**src/afa_pkg.sv**
```systemverilog
// afa_pkg: shared widths, register indexes, request kinds and the
// controller/datapath command and status structs of the frame advance block
// no dependencies
package afa_pkg;

   localparam int FRAC_BITS_DEF = 16;

   localparam int DT_W    = 24;
   localparam int POS_W   = 32;
   localparam int CYC_W   = 32;
   localparam int RATE_W  = 32;
   localparam int FCNT_W  = 16;
   localparam int DELAY_W = 24;

   localparam int CSR_IDX_W  = 3;
   localparam int CSR_DATA_W = 32;

   localparam int FCNT_MIN          = 2;
   localparam int RATE_RESET_FRAMES = 30;

   typedef enum logic [CSR_IDX_W-1:0] {
      REG_CLIP_ACTIVE  = 3'd0,
      REG_FRAME_COUNT  = 3'd1,
      REG_LOOP_DELAY   = 3'd2,
      REG_FRAME_RATE   = 3'd3,
      REG_LOOPING      = 3'd4,
      REG_STOP_AT_END  = 3'd5,
      REG_BLEND_LOOP   = 3'd6
   } csr_reg_type;

   typedef enum logic {
      REQ_ADVANCE = 1'b0,
      REQ_RESTART = 1'b1
   } req_kind_type;

   typedef struct packed {
      logic load_req;
      logic stage_skip;
      logic do_mul;
      logic do_step;
      logic do_sum;
      logic do_eval;
      logic div_start;
      logic div_step;
      logic do_wrap;
      logic commit;
   } afa_cmd_type;

   typedef struct packed {
      logic skip;
      logic need_div;
      logic div_done;
      logic out_free;
   } afa_status_type;

endpackage

```
**src/afa_ctrl.sv**
```systemverilog
// afa_ctrl: sequencing state machine of the frame advance block
// depends on afa_pkg for the command and status structs
module afa_ctrl (
   input  logic                    clock,
   input  logic                    reset,
   input  logic                    req_valid,
   output logic                    req_ready,
   input  afa_pkg::afa_status_type status,
   output afa_pkg::afa_cmd_type    cmd
);
   import afa_pkg::*;

   typedef enum logic [3:0] {
      ST_IDLE,
      ST_CHECK,
      ST_MUL,
      ST_STEP,
      ST_SUM,
      ST_EVAL,
      ST_DIV,
      ST_WRAP,
      ST_FINISH
   } state_type;

   state_type state_ff, state_in;

   always_comb begin
      state_in = state_ff;
      cmd      = '0;
      unique case (state_ff)
         ST_IDLE: begin
            cmd.load_req = req_valid;
            if (req_valid) state_in = ST_CHECK;
         end
         ST_CHECK: begin
            // restart and no-op advances go straight to the result
            if (status.skip) begin
               cmd.stage_skip = 1'b1;
               state_in       = ST_FINISH;
            end else begin
               state_in = ST_MUL;
            end
         end
         ST_MUL: begin
            cmd.do_mul = 1'b1;
            state_in   = ST_STEP;
         end
         ST_STEP: begin
            cmd.do_step = 1'b1;
            state_in    = ST_SUM;
         end
         ST_SUM: begin
            cmd.do_sum = 1'b1;
            state_in   = ST_EVAL;
         end
         ST_EVAL: begin
            if (status.need_div) begin
               cmd.div_start = 1'b1;
               state_in      = ST_DIV;
            end else begin
               cmd.do_eval = 1'b1;
               state_in    = ST_FINISH;
            end
         end
         ST_DIV: begin
            if (status.div_done) begin
               state_in = ST_WRAP;
            end else begin
               cmd.div_step = 1'b1;
            end
         end
         ST_WRAP: begin
            cmd.do_wrap = 1'b1;
            state_in    = ST_FINISH;
         end
         ST_FINISH: begin
            // hold until the result register is free
            if (status.out_free) begin
               cmd.commit = 1'b1;
               state_in   = ST_IDLE;
            end
         end
         default: state_in = ST_IDLE;
      endcase
   end

   always_ff @(posedge clock) begin
      if (reset) begin
         state_ff <= ST_IDLE;
      end else begin
         state_ff <= state_in;
      end
   end

   assign req_ready = (state_ff == ST_IDLE);

endmodule

```
**config.mk**
```make
export PLATFORM = sky130hd
export DESIGN_NAME = afa_ctrl
export DESIGN_NICKNAME = d
export VERILOG_FILES = /design/src/afa_pkg.sv /design/src/afa_ctrl.sv
export SDC_FILE = /design/constraint.sdc
export NUM_CORES = 1
export LEC_CHECK = 0
export BUFFER_PORTS_ARGS = -buffer_cell sky130_fd_sc_hd__buf_2
export CAP_MARGIN = 0
export CORE_AREA = 2 2 39 41
export DETAILED_ROUTE_END_ITERATION = 10
export DIE_AREA = 0 0 41 43
export HOLD_SLACK_MARGIN = 0.15
export PLACE_DENSITY_LB_ADDON = 0.08
export SYNTH_ARGS = -nofsm -noshare
export SYNTH_HDL_FRONTEND = slang
export SYNTH_SLANG_ARGS = --single-unit
```
**constraint.sdc**
```tcl
create_clock -name clock -period 1.6 [get_ports clock]
set_input_delay 0 -clock clock [delete_from_list [all_inputs] [get_ports clock]]
set_output_delay 0 -clock clock [all_outputs]
set_load 0.05 [all_outputs]
```
Yosys cells after proc, flatten, opt, wreduce, memory -nomap -nowiden:

Cells that the tools add are included.

* equal/unequal tests: 11
* multiplexer cells: 20
* reductions and logical operators: 2

Operators with widths (count)
* $pmux 4 s9: 1
* $mux 4: 5
* $eq 4x3->1 const B: 4
* $mux 1: 13
* $eq 4x2->1 const B: 2
* $ne 2x2->1 const B: 3
* $eq 4x1->1 const B: 1
* $eq 4x4->1 const B: 1
* $logic_not 4->1: 1
* $reduce_and 3->1: 1
* $mux 2: 1

* register bits: 4
* bits of input ports: 7
* output and inout port bits: 11
* word-level logic and storage cells: 34

Longest topological paths before layout:

Gate-level depths: netlist of run 1.

* depth in word-level cells: 3
* mapped depth: 4
* depth with buffers taken out: 3

Least setup slack after synthesis of run 1:

No wires, ideal clock.

* kind: reg-to-output
* start point: reg state_ff[2]
* end point: out cmd[9] (netlist name)
* arrival: 2.705 ns
* required time: 1.600 ns
* slack: -1.105 ns
* stages on the path, launching flop included: 4
* buffers on the path: 1
* cell sequence: dfxtp_1 -> clkbuf_2 -> nor4_1 -> and2_1

RTL lines
* from (decl): RTL line afa_ctrl.sv:25 `state_type state_ff, state_in;`
* from (signal assigned): RTL line afa_ctrl.sv:91 `state_ff <= state_in;`
* to (decl): RTL line afa_ctrl.sv:9 `output afa_pkg::afa_cmd_type cmd`

==> results.md, run 1 <==
- Global route overflow: 0
- Vias in the first global route: 307
- Hold buffers post-CTS: 3
- RSZ-0062 raised after global routing: no
- Layout area overhead: 59.4%
- First-pass GRT wire length: 1350 um
- Number of flip-flops in the largest register: 4
- Clock Pin Slew Worst Setup and Hold Paths: 0.04 ns
- CP startpoint: state_ff[3]$_SDFFE_PP0P_
- Chip Width: 41 um
- Height of the chip: 43 um
- Row Count: 14
- Final nets: 71
- Initial Util: 23.6%
- Cts repair resizes: 0
- Post-CTS setup buffer count: 0
- Setup violators final: 0
- Total number of vias: 364
- IO Pins: 18
- Area after DPL: 468 um^2
- Final Hold Vio Count: 0
- CTS tree: yes
- Outcome: finished, final reports clean
- Final instance area: 520 um^2
- Layout cells sized above 1: 56.5%
- CTS buffer count: 3
- Main synth FF type: dfxtp_1
- Post-route ant nets: 0
- Area leader, netlist: dfxtp_1
- Fmax: 668 MHz
- CP endpoint kind: primary output
- Max Buffers Root-to-Sink: 2
- DR vias/cell: 4.67
- H-tree depth: 1
- Port buffer count: 17
- Root buf cell: clkbuf_4
- Ant. Diodes: 0
- Startpoint Class: register
- Slew @ Worst Pin: 0.374 ns
- Synth Net Count: 46
- Total negative slack: 0 ns
- Slew Viols, Final: 0
- Share of the synthesized area in the top cell type: 24.5%
- Non-Filler Instances: 78
- CP Max Fanout: 8
- Top reg by flops: state_ff
- Post-synthesis sequential area ratio: 24.5%
- Leakage: 0.239 nW
- Synthesized instance count: 39
- Pin count of the biggest net entering global routing: 10
- Post-Synthesis Cell Area: 327 um^2
- Cells after DPL: 72
- Total power: 0.000436 W
- Total track usage: 12.0%
- Yosys cell types: 23
- Pre-Repair DR Iteration Count: 4
- MaxCap Viol Count: 0
- Reg2reg start: state_ff[3]$_SDFFE_PP0P_
- Initial antenna violation count: 0
- Crit path time final: 1.50 ns
- Regs by FF count: state_ff: 4 flops
- DRC viols: 0
- Avg WL per Cell: 10.7 um
- Syn Area/Cell: 8.37 um^2
- Area contributors post-synth: dfxtp_1 (25%), nor4b_4 (7.3%), buf_6 (6.9%), nor3_1 (6.1%), a211oi_1 (4.6%)
- Die ar.: 0.00176 mm^2
- Synth warn: 0
- Max IR drop VDD: 0.326 mV
- Cell Pwr Density: 837 mW/mm^2
- CTS Sinks: 4
- Final core occ: 37.6%
- Clock Skew: 0.00847 ns
- Setup CP Type: register to primary output
- Max-slew headroom: 75.1%
- DRT Wirelength: 838 um
- Yosys reg bits: 4
- Worst Hold Launch: status[3]
- Core Area: 0.00138 mm^2
- Asr flop ratio synth: 0%
- Post-synth EDFFs: 0
- Worst Hold Class: primary input to register
- Worst path arrival time: 1.50 ns
- Tcrit/Tclk final: 93.5%
- Required time worst endpoint: 1.60 ns
- DR iter-0 viols: 3
- Gpl congestion: 0.721
- Hpwl dp: 651 um
- Later-pin clock latency in the skew report: 0.24 ns
## through the flow
stage          hold slack, ns  setup slack, ns
2_1_floorplan          0.0646           -0.155
3_3_place_gp            0.229            0.216
3_5_place_dp            0.228            0.259
4_1_cts                 0.215           0.0910
5_1_grt                 0.244           0.0174
6_report                0.214            0.104
## Yosys cell counts, types with 2 or more instances
cell,number
dfxtp_1,4
nor3_1,4
inv_1,3
nor2_1,3
a211oi_1,2
buf_6,2
nand2_1,2
nand2b_1,2
nor2b_1,2
nor4_1,2
## cell usage in the layout, fill, tap and decap left out, drive strengths merged, types with 2 or more instances in the layout
cell type	netlist	routed
buf	2	20
nor3	4	4
dfxtp	4	4
inv	4	4
nor2	3	3
clkbuf	1	3
dlygate4sd3	0	3
nand2b	3	3
a211oi	3	3
nand2	2	2
nor2b	2	2
nor4	2	2
## power breakdown
group	switching [W]	internal, W	total (W)
sequential	0.0000181	0.000109	0.000127
combinational	0.000114	0.0000650	0.000179
clock	0.0000451	0.0000841	0.000129
total	0.000178	0.000258	0.000436
## path summary, 6_finish.rpt
path / endpoint / slack [ns] / cells past startpoint
max: cmd[8] / 0.10 / 3
min: state_ff[1]$_SDFFE_PP0P_ / 0.21 / 4
max reg2reg: state_ff[3]$_SDFFE_PP0P_ / 0.26 / 3
min reg2reg: state_ff[1]$_SDFFE_PP0P_ / 0.54 / 2
## area by class of cell
class                      instances  area (um^2)
fill                             147          863
timing repair buffer              23          138
sequential                         4         80.1
inverter                           4         15.0
multi-input combinational         28          245
clock buffer                       3         22.5
tap                               16         20.0
## per-layer routing
metal  share of wire, %  track usage, %  up-vias  wire length, um
met5                  0               0        -                0
met4                3.8            12.0        0               32
met3                6.6            4.71        4               55
met2                 41            15.0       17              345
met1                 48            14.4      157              405
li1                   -               -      186                -
## logic make-up (layout without fill, tap and decap cells)
| group | count (synthesis) | count (layout) | share of synthesized area (%) |
|---|---|---|---|
| AO/OA/AOI/OAI | 6 | 6 | 16.9 |
| flip-flops | 4 | 4 | 24.5 |
| buffers and inverters | 7 | 30 | 13.0 |
| AND/OR/NAND/NOR | 22 | 22 | 45.6 |
## critical path, cell delays in order, from the launching register on
cell,delay (ns)
dfxtp_1,0.38
nand2b_2,0.28
nor4b_4,0.29
buf_2,0.30
No activity file was read; power rests on OpenSTA's default activity.
==> inputs of run 2 (changes only) <==
--- a/config.mk
+++ b/config.mk
@@ -7,4 +7,4 @@
 export LEC_CHECK = 0
+export ABC_AREA = 1
 export BUFFER_PORTS_ARGS = -buffer_cell sky130_fd_sc_hd__buf_2
-export CAP_MARGIN = 0
 export CORE_AREA = 2 2 39 41
--- a/constraint.sdc
+++ b/constraint.sdc
@@ -3,2 +3,2 @@
 set_output_delay 0 -clock clock [all_outputs]
-set_load 0.05 [all_outputs]
+set_load 0.02 [all_outputs]
==> run 2 against run 1 <==
Non-clock buffer count fell by 5. Clock power shrank 5%. Via count up 12%. Sequential power rose by 17%. First-iteration DRC count increased to 3.0 times the previous value. Global-route usage is 0.20 points lower. Critical path depth up 1.
==> results.md, run 2 <==
- Asr flop ratio synth: 0% (unchanged)
- Final setup margin: 0.292 ns (was 0.104 ns)
- Die ar.: 0.00176 mm^2 (unchanged)
- Synth Area in XOR/XNOR: 0% (unchanged)
- Port buffer count: 17 (unchanged)
- H-tree depth: 1 (unchanged)
- Top reg by flops: state_ff (unchanged)
- Mux contribution to synthesized area: 0% (unchanged)
- Most common cell after layout, fill and taps aside: buf_2 (unchanged)
- Initial antenna violation count: 0 (unchanged)
- Pre-Repair DR Iteration Count: 4 (unchanged)
- Fill cells: 168 (was 147)
- Post-Synth Adder-Cell Area: 0% (unchanged)
- Leading cell types in the layout, fill and taps excluded: buf_2 (17), inv_1 (14), nand2_1 (8) (was buf_2 (17), nor3_2 (4), dfxtp_1 (4))
- Pin count of the biggest net entering global routing: 9 (was 10)
- Avg WL per Cell: 8.90 um (was 10.7 um)
- Final nets: 86 (was 71)
- Root buf cell: clkbuf_4 (unchanged)
- Outcome: finished, final reports clean (unchanged)
- Total number of vias: 407 (was 364)
- Yosys reg bits: 4 (unchanged)
- Setup CP Type: register to primary output (unchanged)
- Fmax: 764 MHz (was 668 MHz)
- Chip Width: 41 um (unchanged)
- R2r worst-path depth: 5 (was 3)
- Post-CTS setup buffer count: 0 (unchanged)
- Post-route ant nets: 0 (unchanged)
- CTS Sinks: 4 (unchanged)
- Hold buffers post-CTS: 1 (was 3)
- Total power: 0.000488 W (was 0.000436 W)
- Total track usage: 11.8% (was 12.0%)
- Total negative slack: 0 ns (unchanged)
- Yosys cell types: 18 (was 23)
- Final Hold Vio Count: 0 (unchanged)
- Syn Area/Cell: 6.19 um^2 (was 8.37 um^2)
- Net Sw Frac: 43.8% (was 40.8%)
- CP Max Fanout: 8 (unchanged)
- Max-slew headroom: 76.2% (was 75.1%)
- Int Pwr: 0.000274 W (was 0.000258 W)
- Simple-gate share of the synthesized area: 51.4% (was 45.6%)
- Ant. Diodes: 0 (unchanged)
- Gpl congestion: 0.714 (was 0.721)
- Required time worst endpoint: 1.60 ns (about the same)
- Comb pwr share: 44.2% (was 41.2%)
- Worst hold stages: 5 (was 4)
- Max Buffers Root-to-Sink: 2 (unchanged)
- CTS buffer count: 3 (unchanged)
- Slew @ Worst Pin: 0.356 ns (was 0.374 ns)
- First-pass GRT wire length: 1400 um (was 1350 um)
- DR iter-0 viols: 9 (was 3)
- CP endpoint kind: primary output (unchanged)
- Reg power frac: 30.6% (was 29.1%)
- CTS tree: yes (unchanged)
- Synth Area in Compound Gates: 4.61% (was 16.9%)
- Post-Synthesis Cell Area: 353 um^2 (was 327 um^2)
- Setup violators final: 0 (unchanged)
- Number of flip-flops in the largest register: 4 (unchanged)
- Worst Hold Class: primary input to register (unchanged)
- Row Count: 14 (unchanged)
- Synth warn: 0 (unchanged)
- Tcrit/Tclk final: 81.8% (was 93.5%)
- Post-synthesis sequential area ratio: 22.7% (was 24.5%)
- Switch Pwr: 0.000214 W (was 0.000178 W)
- Share of the synthesized area in the top cell type: 22.7% (was 24.5%)
- Vias in the first global route: 353 (was 307)
- Crit path time final: 1.31 ns (was 1.50 ns)
- Main synth FF type: dfxtp_1 (unchanged)
- DR vias/cell: 4.38 (was 4.67)
- Area contributors post-synth: dfxtp_1 (23%), inv_1 (15%), nand2_1 (8.5%), nor2_1 (7.4%), nand3_1 (7.1%) (was dfxtp_1 (25%), nor4b_4 (7.3%), buf_6 (6.9%), nor3_1 (6.1%), a211oi_1 (4.6%))
- Core Area: 0.00138 mm^2 (unchanged)
- Hpwl dp: 703 um (was 651 um)
- Worst path arrival time: 1.31 ns (was 1.50 ns)
- Height of the chip: 43 um (unchanged)
- Largest family of logic cells by synthesized area: simple AND/OR/NAND/NOR gates (unchanged)
- MaxCap Viol Count: 0 (unchanged)
- Cell Pwr Density: 1020 mW/mm^2 (was 837 mW/mm^2)
- Leakage: 0.320 nW (was 0.239 nW)
- Post-synth EDFFs: 0 (unchanged)
- Later-pin clock latency in the skew report: 0.23 ns (was 0.24 ns)
- RSZ-0062 raised after global routing: no (unchanged)
- Pre-CTS setup slack: 0.507 ns (was 0.259 ns)
- Initial Util: 25.5% (was 23.6%)
- Clk pwr share: 25.2% (was 29.7%)
- DRC viols: 0 (unchanged)
- Most common cell in the synthesized netlist: inv_1
- Top cells by count, synth: inv_1 (14), nand2_1 (8), nor2_1 (7) (was dfxtp_1 (4), nor3_1 (4), inv_1 (3), nor2_1 (3))
- Clock Skew: 0.00135 ns (was 0.00847 ns)
- Startpoint Class: register (unchanged)
- Synthesized instance count: 57 (was 39)
- Max IR drop VDD: 0.503 mV (was 0.326 mV)
- Global route overflow: 0 (unchanged)
- Clock Pin Slew Worst Setup and Hold Paths: 0.04 ns (about the same)
- Slew Viols, Final: 0 (unchanged)
- Regs by FF count: state_ff: 4 flops (unchanged)
- DRT Wirelength: 828 um (was 838 um)
- IO Pins: 18 (unchanged)
- Cts repair resizes: 0 (unchanged)
- Layout area overhead: 35.8% (was 59.4%)
- Area leader, netlist: dfxtp_1 (unchanged)
- Layout cells sized above 1: 37.7% (was 56.5%)
- Synth Net Count: 64 (was 46)
-- run 2: cell types whose count changed after synthesis, moves of 2 or more --
cell      before  now
nor2b_1        2    0
nor2_1         3    7
inv_2          1    3
nand3_1        0    5
nand2b_1       2    0
nor3_1         4    2
a211oi_1       2    0
inv_1          3   14
nand4_1        0    2
nand2_1        2    8
nor2_4         0    2
-- run 2: cell type report --
| type | count | area (um^2) | area share [%] |
|---|---|---|---|
| tap | 16 | 20.0 | 4.18 |
| inverter | 17 | 63.8 | 13.3 |
| sequential | 4 | 80.1 | 16.7 |
| timing repair buffer | 18 | 95.1 | 19.8 |
| multi-input combinational | 35 | 198 | 41.3 |
| clock buffer | 3 | 22.5 | 4.70 |
-- run 2: cell families after synthesis --
logic type             after synthesis
flip-flops                           4
AO/OA/AOI/OAI                        2
buffers and inverters               18
AND/OR/NAND/NOR                     33
-- run 2: worst max-delay path, cell delays in order, from the launching register on --
cell and delay [ns]:
dfxtp_1 0.40, nor2_2 0.25, inv_2 0.07, nor4_1 0.15, buf_2 0.20
-- run 2: power by group through the flow --
stage                     Sequential (W)  Combinational [W]  Clock [W]
after floorplan                 0.000130           0.000189          0
after global placement          0.000152           0.000222          0
after detailed placement        0.000151           0.000215          0
after CTS                       0.000150           0.000219   0.000133
after global routing            0.000154           0.000242   0.000133
final                           0.000149           0.000216   0.000123
-- run 2: through the flow --
step	area (um^2)	hold slack (ns)	utilization, %	instances
2_1_floorplan	353	0.0697	-	57
3_3_place_gp	447	0.221	32.3	89
3_5_place_dp	447	0.226	32.3	89
4_1_cts	479	0.180	34.6	93
5_1_grt	479	0.218	34.6	93
6_report	479	0.184	34.6	93
-- run 2: metal layers --
metal,wire (um),global-route usage [%]
met5,0,0
met4,0,8.00
met3,52,3.14
met2,396,15.9
met1,380,15.7
-- run 2: final timing paths --
kind	start	slack [ns]	end
worst max-delay path	state_ff[0]$_SDFFE_PP0P_	0.29	cmd[0]
worst min-delay path	status[3]	0.18	state_ff[3]$_SDFFE_PP0P_
worst max register to register	state_ff[0]$_SDFFE_PP0P_	0.51	state_ff[2]$_SDFFE_PP0P_
worst min register to register	state_ff[2]$_SDFFE_PP0P_	0.71	state_ff[0]$_SDFFE_PP0P_
